**config.mk**
```make
export PLATFORM = sky130hd
export DESIGN_NAME = nlfsr_cipher_cube_sum
export DESIGN_NICKNAME = d
export VERILOG_FILES = /design/src/sv/ncs_pkg.sv /design/src/sv/ncs_fifo.sv /design/src/sv/ncs_front.sv /design/src/sv/ncs_back.sv /design/src/sv/nlfsr_cipher_cube_sum.sv
export SDC_FILE = /design/constraint.sdc
export NUM_CORES = 1
export LEC_CHECK = 0
export ABC_AREA = 1
export BUFFER_PORTS_ARGS = -buffer_cell sky130_fd_sc_hd__buf_2
export CORE_MARGIN = 1
export CORE_UTILIZATION = 60
export DETAILED_ROUTE_END_ITERATION = 10
export GPL_TIMING_DRIVEN = 0
export PLACE_DENSITY = 0.83
export SYNTH_ARGS = -nofsm -noshare
export SYNTH_HDL_FRONTEND = slang
export SYNTH_HIERARCHICAL = 1
export SYNTH_SLANG_ARGS = --single-unit
```
**constraint.sdc**
```tcl
create_clock -name i_clk -period 7 [get_ports i_clk]
set_input_delay 1.4 -clock i_clk [delete_from_list [all_inputs] [get_ports i_clk]]
set_output_delay 1.4 -clock i_clk [all_outputs]
set_load 0.02 [all_outputs]
```
**src/sv/ncs_pkg.sv**
```systemverilog
// Shared types, constants and the round function of the cube-sum block.
// Depends on nothing; imported by every module of the block but ncs_fifo.
package ncs_pkg;

    localparam int unsigned NCS_CUBE_WIDTH = 32;
    localparam int unsigned NCS_MAX_ROUNDS = 1023;
    localparam int unsigned NCS_QDEPTH     = 2;

    localparam logic [31:0] NCS_NLF_TABLE  = 32'h3a5c742e;

    localparam logic [63:0] NCS_KEY_RST    = 64'd0;
    localparam logic [9:0]  NCS_ROUNDS_RST = 10'd528;
    localparam logic [31:0] NCS_MASK_RST   = 32'd1;

    typedef enum logic [1:0] {
        CFG_KEY    = 2'd0,
        CFG_ROUNDS = 2'd1,
        CFG_MASK   = 2'd2
    } t_cfg_idx;

    typedef struct packed {
        logic [31:0] plaintext;
        logic        last;
    } t_work;

    typedef enum logic [1:0] {
        FE_IDLE,
        FE_SCAN,
        FE_PUSH
    } t_fe_state;

    typedef enum logic {
        BK_IDLE,
        BK_RUN
    } t_bk_state;

    // one step of the nonlinear feedback register
    function automatic logic [31:0] ncs_round(input logic [31:0] s, input logic key_bit);
        logic [4:0] sel;
        logic       fb;
        sel = {s[31], s[26], s[20], s[9], s[1]};
        fb  = NCS_NLF_TABLE[sel] ^ key_bit ^ s[16] ^ s[0];
        return {fb, s[31:1]};
    endfunction

endpackage

```
**src/sv/ncs_fifo.sv**
```systemverilog
// Small register-based queue between the front and back parts.
// Depends on nothing; width and depth come from the instantiating module.
module ncs_fifo #(
    parameter int unsigned WIDTH = 33,
    parameter int unsigned DEPTH = 2
) (
    input  logic             i_clk,
    input  logic             i_rst_n,
    input  logic             i_push,
    input  logic [WIDTH-1:0] i_data,
    output logic             o_full,
    input  logic             i_pop,
    output logic             o_valid,
    output logic [WIDTH-1:0] o_data
);
    localparam int unsigned AW = (DEPTH > 1) ? $clog2(DEPTH) : 1;
    localparam int unsigned CW = $clog2(DEPTH + 1);
    localparam logic [AW-1:0] LAST_PTR = AW'(DEPTH - 1);
    localparam logic [CW-1:0] FULL_CNT = CW'(DEPTH);

    logic [WIDTH-1:0] r_mem [DEPTH];
    logic [AW-1:0]    r_wp, r_rp;
    logic [CW-1:0]    r_cnt;

    assign o_full  = (r_cnt == FULL_CNT);
    assign o_valid = (r_cnt != '0);
    assign o_data  = r_mem[r_rp];

    always_ff @(posedge i_clk) begin
        if (i_push) begin
            r_mem[r_wp] <= i_data;
        end
    end

    always_ff @(posedge i_clk) begin
        if (!i_rst_n) begin
            r_wp  <= '0;
            r_rp  <= '0;
            r_cnt <= '0;
        end else begin
            if (i_push) begin
                r_wp <= (r_wp == LAST_PTR) ? '0 : r_wp + 1'b1;
            end
            if (i_pop) begin
                r_rp <= (r_rp == LAST_PTR) ? '0 : r_rp + 1'b1;
            end
            if (i_push && !i_pop) begin
                r_cnt <= r_cnt + 1'b1;
            end else if (!i_push && i_pop) begin
                r_cnt <= r_cnt - 1'b1;
            end
        end
    end

endmodule

```
**src/sv/ncs_front.sv**
```systemverilog
// Front part: accepts index beats and scatters index bits into the mask positions.
// Depends on ncs_pkg; feeds the work queue.
module ncs_front #(
    parameter int unsigned CUBE_WIDTH = ncs_pkg::NCS_CUBE_WIDTH
) (
    input  logic          i_clk,
    input  logic          i_rst_n,
    input  logic          i_in_valid,
    output logic          o_in_ready,
    input  logic [31:0]   i_cube_index,
    input  logic          i_last,
    input  logic [31:0]   i_cube_mask,
    input  logic          i_q_full,
    output logic          o_q_push,
    output ncs_pkg::t_work o_q_data
);
    import ncs_pkg::*;

    t_fe_state             r_state, n_state;
    logic [CUBE_WIDTH-1:0] r_idx;
    logic [31:0]           r_pt;
    logic [4:0]            r_pos;
    logic                  r_last;
    logic                  accept;

    always_comb begin
        n_state = r_state;
        unique case (r_state)
            FE_IDLE: if (i_in_valid) n_state = FE_SCAN;
            FE_SCAN: if (r_pos == 5'd31) n_state = FE_PUSH;
            FE_PUSH: if (!i_q_full) n_state = FE_IDLE;
            default: n_state = FE_IDLE;
        endcase
    end

    always_comb begin
        o_in_ready         = (r_state == FE_IDLE);
        accept             = o_in_ready && i_in_valid;
        o_q_push           = (r_state == FE_PUSH) && !i_q_full;
        o_q_data.plaintext = r_pt;
        o_q_data.last      = r_last;
    end

    always_ff @(posedge i_clk) begin
        if (!i_rst_n) begin
            r_state <= FE_IDLE;
        end else begin
            r_state <= n_state;
        end
    end

    // index bits beyond CUBE_WIDTH never enter r_idx
    always_ff @(posedge i_clk) begin
        if (accept) begin
            r_idx  <= i_cube_index[CUBE_WIDTH-1:0];
            r_last <= i_last;
            r_pt   <= '0;
            r_pos  <= '0;
        end else if (r_state == FE_SCAN) begin
            if (i_cube_mask[r_pos]) begin
                r_pt[r_pos] <= r_idx[0];
                r_idx       <= r_idx >> 1;
            end
            r_pos <= r_pos + 1'b1;
        end
    end

endmodule

```
**src/sv/ncs_back.sv**
```systemverilog
// Back part: runs the cipher one round per cycle, accumulates and emits sums.
// Depends on ncs_pkg; drains the work queue and drives the result register.
module ncs_back #(
    parameter int unsigned MAX_ROUNDS = ncs_pkg::NCS_MAX_ROUNDS
) (
    input  logic           i_clk,
    input  logic           i_rst_n,
    input  logic [63:0]    i_cipher_key,
    input  logic [9:0]     i_round_count,
    input  logic           i_q_valid,
    input  ncs_pkg::t_work i_q_data,
    output logic           o_q_pop,
    output logic           o_out_valid,
    input  logic           i_out_ready,
    output logic [31:0]    o_cube_sum,
    output logic [5:0]     o_zero_bit_count
);
    import ncs_pkg::*;

    localparam int unsigned RW = $clog2(MAX_ROUNDS + 1);
    localparam int unsigned CW = (RW > 10) ? RW : 10;
    localparam logic [CW-1:0] MAX_R = CW'(MAX_ROUNDS);

    t_bk_state   r_state, n_state;
    logic [31:0] r_s;
    logic [CW-1:0] r_rnd;
    logic        r_last;
    logic [31:0] r_acc;
    logic        r_out_valid;
    logic [31:0] r_sum;
    logic [5:0]  r_zcnt;

    logic [CW-1:0] lim;
    logic [31:0]   sum;
    logic          done, fin_ok, pop;

    always_comb begin
        n_state = r_state;
        unique case (r_state)
            BK_IDLE: if (i_q_valid) n_state = BK_RUN;
            BK_RUN:  if (fin_ok && !i_q_valid) n_state = BK_IDLE;
            default: n_state = BK_IDLE;
        endcase
    end

    always_comb begin
        lim    = (CW'(i_round_count) > MAX_R) ? MAX_R : CW'(i_round_count);
        done   = (r_state == BK_RUN) && (r_rnd == lim);
        fin_ok = done && (!r_last || !r_out_valid || i_out_ready);
        pop    = i_q_valid && ((r_state == BK_IDLE) || fin_ok);
        sum    = r_acc ^ r_s;
    end

    assign o_q_pop          = pop;
    assign o_out_valid      = r_out_valid;
    assign o_cube_sum       = r_sum;
    assign o_zero_bit_count = r_zcnt;

    always_ff @(posedge i_clk) begin
        if (!i_rst_n) begin
            r_state     <= BK_IDLE;
            r_acc       <= '0;
            r_out_valid <= 1'b0;
        end else begin
            r_state <= n_state;
            if (fin_ok) begin
                r_acc <= r_last ? '0 : sum;
            end
            if (fin_ok && r_last) begin
                r_out_valid <= 1'b1;
            end else if (i_out_ready) begin
                r_out_valid <= 1'b0;
            end
        end
    end

    always_ff @(posedge i_clk) begin
        if (pop) begin
            r_s    <= i_q_data.plaintext;
            r_last <= i_q_data.last;
            r_rnd  <= '0;
        end else if (r_state == BK_RUN && !done) begin
            r_s   <= ncs_round(r_s, i_cipher_key[r_rnd[5:0]]);
            r_rnd <= r_rnd + 1'b1;
        end
        if (fin_ok && r_last) begin
            r_sum  <= sum;
            r_zcnt <= 6'($countones(~sum));
        end
    end

endmodule

```
**src/sv/nlfsr_cipher_cube_sum.sv**
```systemverilog
// Cube-sum engine: each index beat is scattered into the masked plaintext
// positions by the front scanner, queued, and encrypted by a single shared
// round unit at one round per cycle, running min(round_count, MAX_ROUNDS)
// rounds per index (528 at reset), while the front scanner may take and scatter
// the next index beat. Ciphertexts
// are XOR-accumulated; a beat with last set yields one result beat carrying the
// sum and its zero-bit count, then the sum restarts at zero. A finished result
// waits in an output register while further index beats are taken.
// Depends on ncs_pkg, ncs_front, ncs_fifo and ncs_back.
module nlfsr_cipher_cube_sum #(
    parameter int unsigned CUBE_WIDTH = ncs_pkg::NCS_CUBE_WIDTH,
    parameter int unsigned MAX_ROUNDS = ncs_pkg::NCS_MAX_ROUNDS
) (
    input  logic        i_clk,
    input  logic        i_rst_n,
    input  logic        i_cfg_we,
    input  logic [1:0]  i_cfg_idx,
    input  logic [63:0] i_cfg_data,
    input  logic        i_in_valid,
    output logic        o_in_ready,
    input  logic [31:0] i_cube_index,
    input  logic        i_last,
    output logic        o_out_valid,
    input  logic        i_out_ready,
    output logic [31:0] o_cube_sum,
    output logic [5:0]  o_zero_bit_count
);
    import ncs_pkg::*;

    localparam int unsigned QW = $bits(t_work);

    logic [63:0] r_key;
    logic [9:0]  r_rounds;
    logic [31:0] r_mask;

    logic          q_push, q_full, q_pop, q_valid;
    t_work         q_wdata, q_rdata;
    logic [QW-1:0] q_rbits;

    always_ff @(posedge i_clk) begin
        if (!i_rst_n) begin
            r_key    <= NCS_KEY_RST;
            r_rounds <= NCS_ROUNDS_RST;
            r_mask   <= NCS_MASK_RST;
        end else if (i_cfg_we) begin
            unique case (t_cfg_idx'(i_cfg_idx))
                CFG_KEY:    r_key    <= i_cfg_data;
                CFG_ROUNDS: r_rounds <= i_cfg_data[9:0];
                CFG_MASK:   r_mask   <= i_cfg_data[31:0];
                default:    ;
            endcase
        end
    end

    ncs_front #(
        .CUBE_WIDTH (CUBE_WIDTH)
    ) u_front (
        .i_clk        (i_clk),
        .i_rst_n      (i_rst_n),
        .i_in_valid   (i_in_valid),
        .o_in_ready   (o_in_ready),
        .i_cube_index (i_cube_index),
        .i_last       (i_last),
        .i_cube_mask  (r_mask),
        .i_q_full     (q_full),
        .o_q_push     (q_push),
        .o_q_data     (q_wdata)
    );

    ncs_fifo #(
        .WIDTH (QW),
        .DEPTH (NCS_QDEPTH)
    ) u_fifo (
        .i_clk   (i_clk),
        .i_rst_n (i_rst_n),
        .i_push  (q_push),
        .i_data  (q_wdata),
        .o_full  (q_full),
        .i_pop   (q_pop),
        .o_valid (q_valid),
        .o_data  (q_rbits)
    );

    assign q_rdata = t_work'(q_rbits);

    ncs_back #(
        .MAX_ROUNDS (MAX_ROUNDS)
    ) u_back (
        .i_clk            (i_clk),
        .i_rst_n          (i_rst_n),
        .i_cipher_key     (r_key),
        .i_round_count    (r_rounds),
        .i_q_valid        (q_valid),
        .i_q_data         (q_rdata),
        .o_q_pop          (q_pop),
        .o_out_valid      (o_out_valid),
        .i_out_ready      (i_out_ready),
        .o_cube_sum       (o_cube_sum),
        .o_zero_bit_count (o_zero_bit_count)
    );

    a_zero_count: assert property (@(posedge i_clk) disable iff (!i_rst_n)
        o_out_valid |-> (32 - $countones(o_cube_sum)) == int'(o_zero_bit_count))
        else $error("zero-bit count does not match sum");

    a_no_overflow: assert property (@(posedge i_clk) disable iff (!i_rst_n)
        q_push |-> !q_full)
        else $error("work queue pushed while full");

    a_no_underflow: assert property (@(posedge i_clk) disable iff (!i_rst_n)
        q_pop |-> q_valid)
        else $error("work queue popped while empty");

endmodule

```
==> flow_summary_export.csv <==
group,metric,value,unit
outcome,status,"completed",
timing,layout_setup_ws,1.43,ns
timing,slew_violations,0,
min_path,min_from,"u_front/r_pt[19]$_SDFFE_PP0P_",
global_routing,grt_pass1_wl,65.0,mm
worst_setup_path,cp_cell_sequence,"xor2_1 > inv_1 > fa_1 > inv_1 > fa_1 > fa_1 > fa_1 > fa_1 > inv_1 > fa_1 > ha_1 > fa_1 > a21oi_1 > nor2_1 > nor2_1 > xnor2_1",
timing,max-slew-margin-rel,11.0,%
final_layout,area_growth,14.5,%
worst_setup_path,r2r_end,"u_back/o_zero_bit_count[4]$_DFFE_PP_",
global_routing,antenna_found_initial,0,
synthesis,syn_area,0.0173,mm^2
floorplan,core,0.0281,mm^2
floorplan,io_pins,144,
worst_setup_path,crit_family,"adder cells",
clock_network,cts_root_buf,"clkbuf_16",
worst_setup_path,reg2regPathDepth,16,
placement,numPortBuffers,142,
clock_network,clkSinkCount,365,
timing,finalCritPeriodShare,79.6,%
drt,ant_nets,0,
min_path,hold_depth,0,
final_layout,final_common_cell,"nand2_1",
clock_network,post_cts_buffers,0,
global_routing,grt-ovfl-total,0,
drt,drtIter0Drc,1392,
clock_network,cts_hold_buf,0,
timing,grt_setup_unrepaired,"no",
clock_network,ctsResizeCount,0,
min_path,holdPathEnd,"u_fifo/r_mem[1][20]$_DFFE_PP_",
clock_network,cts_tree,"yes",
global_routing,grt.total_usage,28.0,%
clock_network,numCtsBuffers,38,
floorplan,die-area,0.0295,mm^2
worst_setup_path,critPathCaptureType,"register",
power_and_ir_drop,p_leak,9.11,nW
timing,hold_viol,0,
clock_network,htree_levels,2,
final_layout,final_util,70.5,%
timing,fin_tns_setup,0,ns
synthesis,ys_warn_count,6,
worst_setup_path,path_common_cell,"fa_1",
final_layout,drive_gt1_share,14.7,%
placement,place_congestion,0.944,
power_and_ir_drop,p_total,0.0116,W
synthesis,synthTopCellsByArea,"edfxtp_1, dfxtp_1, nand2_1",
placement,place_ws,1.45,ns
clock_network,clk_pin_slew,0.06,ns
synthesis,syn_inst,2047,
worst_setup_path,arrival,5.84,ns
min_path,worstHoldPathType,"register to register",
drt,vias,13900,
floorplan,die_y,172,um
floorplan,rows,61,
worst_setup_path,cp_max_fo,3,
worst_setup_path,r2r-start,"u_back/r_s[0]$_DFFE_PN_",
synthesis,yosysSeqAreaShare,52.1,%
placement,hpwl,28.3,mm
worst_setup_path,cp_slowest_cell,"fa_1",
worst_setup_path,path_class,"register to register",
synthesis,synth_top_cell_by_area,"edfxtp_1",
synthesis,synth_edf_count,170,
synthesis,synth.distinct_cells,39,
floorplan,start_util,61.6,%
worst_setup_path,cp.buffers_inverters,3,
global_routing,grt_pass1_vias,13400,
timing,clock_skew,0.0102,ns
synthesis,avgSynthCellArea,8.45,um^2
power_and_ir_drop,power-per-cell-area,587,mW/mm^2
global_routing,grt_max_degree,42,
floorplan,chipWidth,172,um
final_layout,num-nets-final,2371,
worst_setup_path,critPathLaunch,"u_back/r_s[0]$_DFFE_PN_",
worst_setup_path,required,7.27,ns
drt,routed_via_density,5.28,
final_layout,final_cell_mix,"nand2_1, nor2_1, inv_1",
synthesis,synth_fp_nets,2189,
synthesis,ys_dominant_reg_cell,"dfxtp_1",
worst_setup_path,max_stage_delay,0.58,ns
clock_network,clockBufferDepth,3,
timing,maxClockFrequency,180,MHz
timing,finalSetupViolations,0,
synthesis,synth_seq_cells,365,
drt,routed_wl,40.2,mm
synthesis,async_flop_share,0,%
worst_setup_path,rrSetupSlack,1.43,ns
power_and_ir_drop,ir_drop,1330,uV
timing,tightest_slew,1.33,ns
worst_setup_path,cp-start-kind,"register",
drt,drtPass1Iterations,6,
timing,post-route-min-period,5.57,ns
clock_network,clock_latency,0.52,ns
drt,drc,0,
drt,wire_per_inst,15.3,um
final_layout,antennaDiodeCount,0,
synthesis,synth_top_area_share,29.5,%
job,cap_viol_max_count,0,
## power by group
| part | switching (W) | internal, W | total, W | leakage (nW) |
|---|---|---|---|---|
| Clock | 0.000827 | 0.00123 | 0.00205 | 0.646 |
| Sequential | 0.000149 | 0.00288 | 0.00302 | 3.27 |
| Combinational | 0.00402 | 0.00253 | 0.00655 | 5.19 |
| Total | 0.00500 | 0.00663 | 0.0116 | 9.11 |
## per-stage QoR
stage	hold WS, ns	area (um^2)	cells
CTS	0.456	19800	2637
global route	0.472	19800	2637
floorplan	0.420	17300	2047
detailed placement	0.439	18500	2567
finish	0.460	19800	2637
global placement	0.430	18500	2567
## state kept, by name (all words and copies together), names as in the netlist, 2 cells and up, named ones only
signal	cells
u_back/r_rnd	10
u_front/r_state	2
u_back/r_acc	32
r_key	64
r_rounds	10
u_back/r_s	32
u_front/r_pt	32
u_fifo/r_cnt	2
r_mask	32
u_front/r_idx	32
u_fifo/r_mem	66
u_front/r_pos	5
u_back/o_cube_sum	32
u_back/o_zero_bit_count	6
## routing by layer
metal	track usage (%)	wire, um	up-vias	share of wire, %
met3	4.79	2940	99	7.3
met4	11.5	1360	0	3.4
li1	-	-	6859	-
met2	46.7	19000	581	47
met1	36.1	16900	6397	42
met5	0	0	-	0
## Yosys cell counts, types with 2 or more instances
library cell and instances:
nand2_1 538, nor2_1 255, inv_1 245, dfxtp_1 195, edfxtp_1 170, nand3_1 155
a21oi_1 137, o21ai_0 67, clkbuf_1 38, buf_2 36, mux2_4 30, xor2_1 25
fa_1 24, xnor2_1 19, buf_6 16, ha_1 14, nor3_1 12, nand2_2 9
inv_2 8, nand4_1 8, buf_1 6, buf_4 6, o211ai_1 6, buf_12 3
mux2_2 3, nand3_2 3, nor2_2 3, a31oi_1 2, nand2_4 2, o21a_1 2
o21ai_1 2
## cell type report
cell class | instances | area [um^2]
Inverter | 255 | 965
Timing Repair Buffer | 142 | 711
Multi-Input combinational cell | 1321 | 6680
Clock inverter | 15 | 111
Fill cell | 2162 | 8300
Sequential cell | 365 | 9010
Tap cell | 378 | 473
Clock buffer | 55 | 1190
Buffer | 106 | 646
## cell families (layout without fill, tap and decap cells)
family / Yosys count / count (layout) / synth area share, %
adders and majority gates: 38 / 38 / 3.79
buffers and inverters: 361 / 573 / 9.31
xor gates and xnor gates: 44 / 44 / 2.23
and+or+nand+nor: 988 / 988 / 23.2
AOI/OAI and AO/OA: 218 / 218 / 6.54
muxes: 33 / 33 / 2.80
DFF: 365 / 365 / 52.1
## how the worst max path moves through the flow
stage                                                       to  cells after the start
final                     u_back/o_zero_bit_count[4]$_DFFE_PP_                     16
after global routing      u_back/o_zero_bit_count[4]$_DFFE_PP_                     16
after CTS                 u_back/o_zero_bit_count[4]$_DFFE_PP_                     16
after detailed placement  u_back/o_zero_bit_count[4]$_DFFE_PP_                     16
after global placement    u_back/o_zero_bit_count[4]$_DFFE_PP_                     16
after floorplan           u_back/o_zero_bit_count[4]$_DFFE_PP_                     16
(Power assumes the default switching activity.)
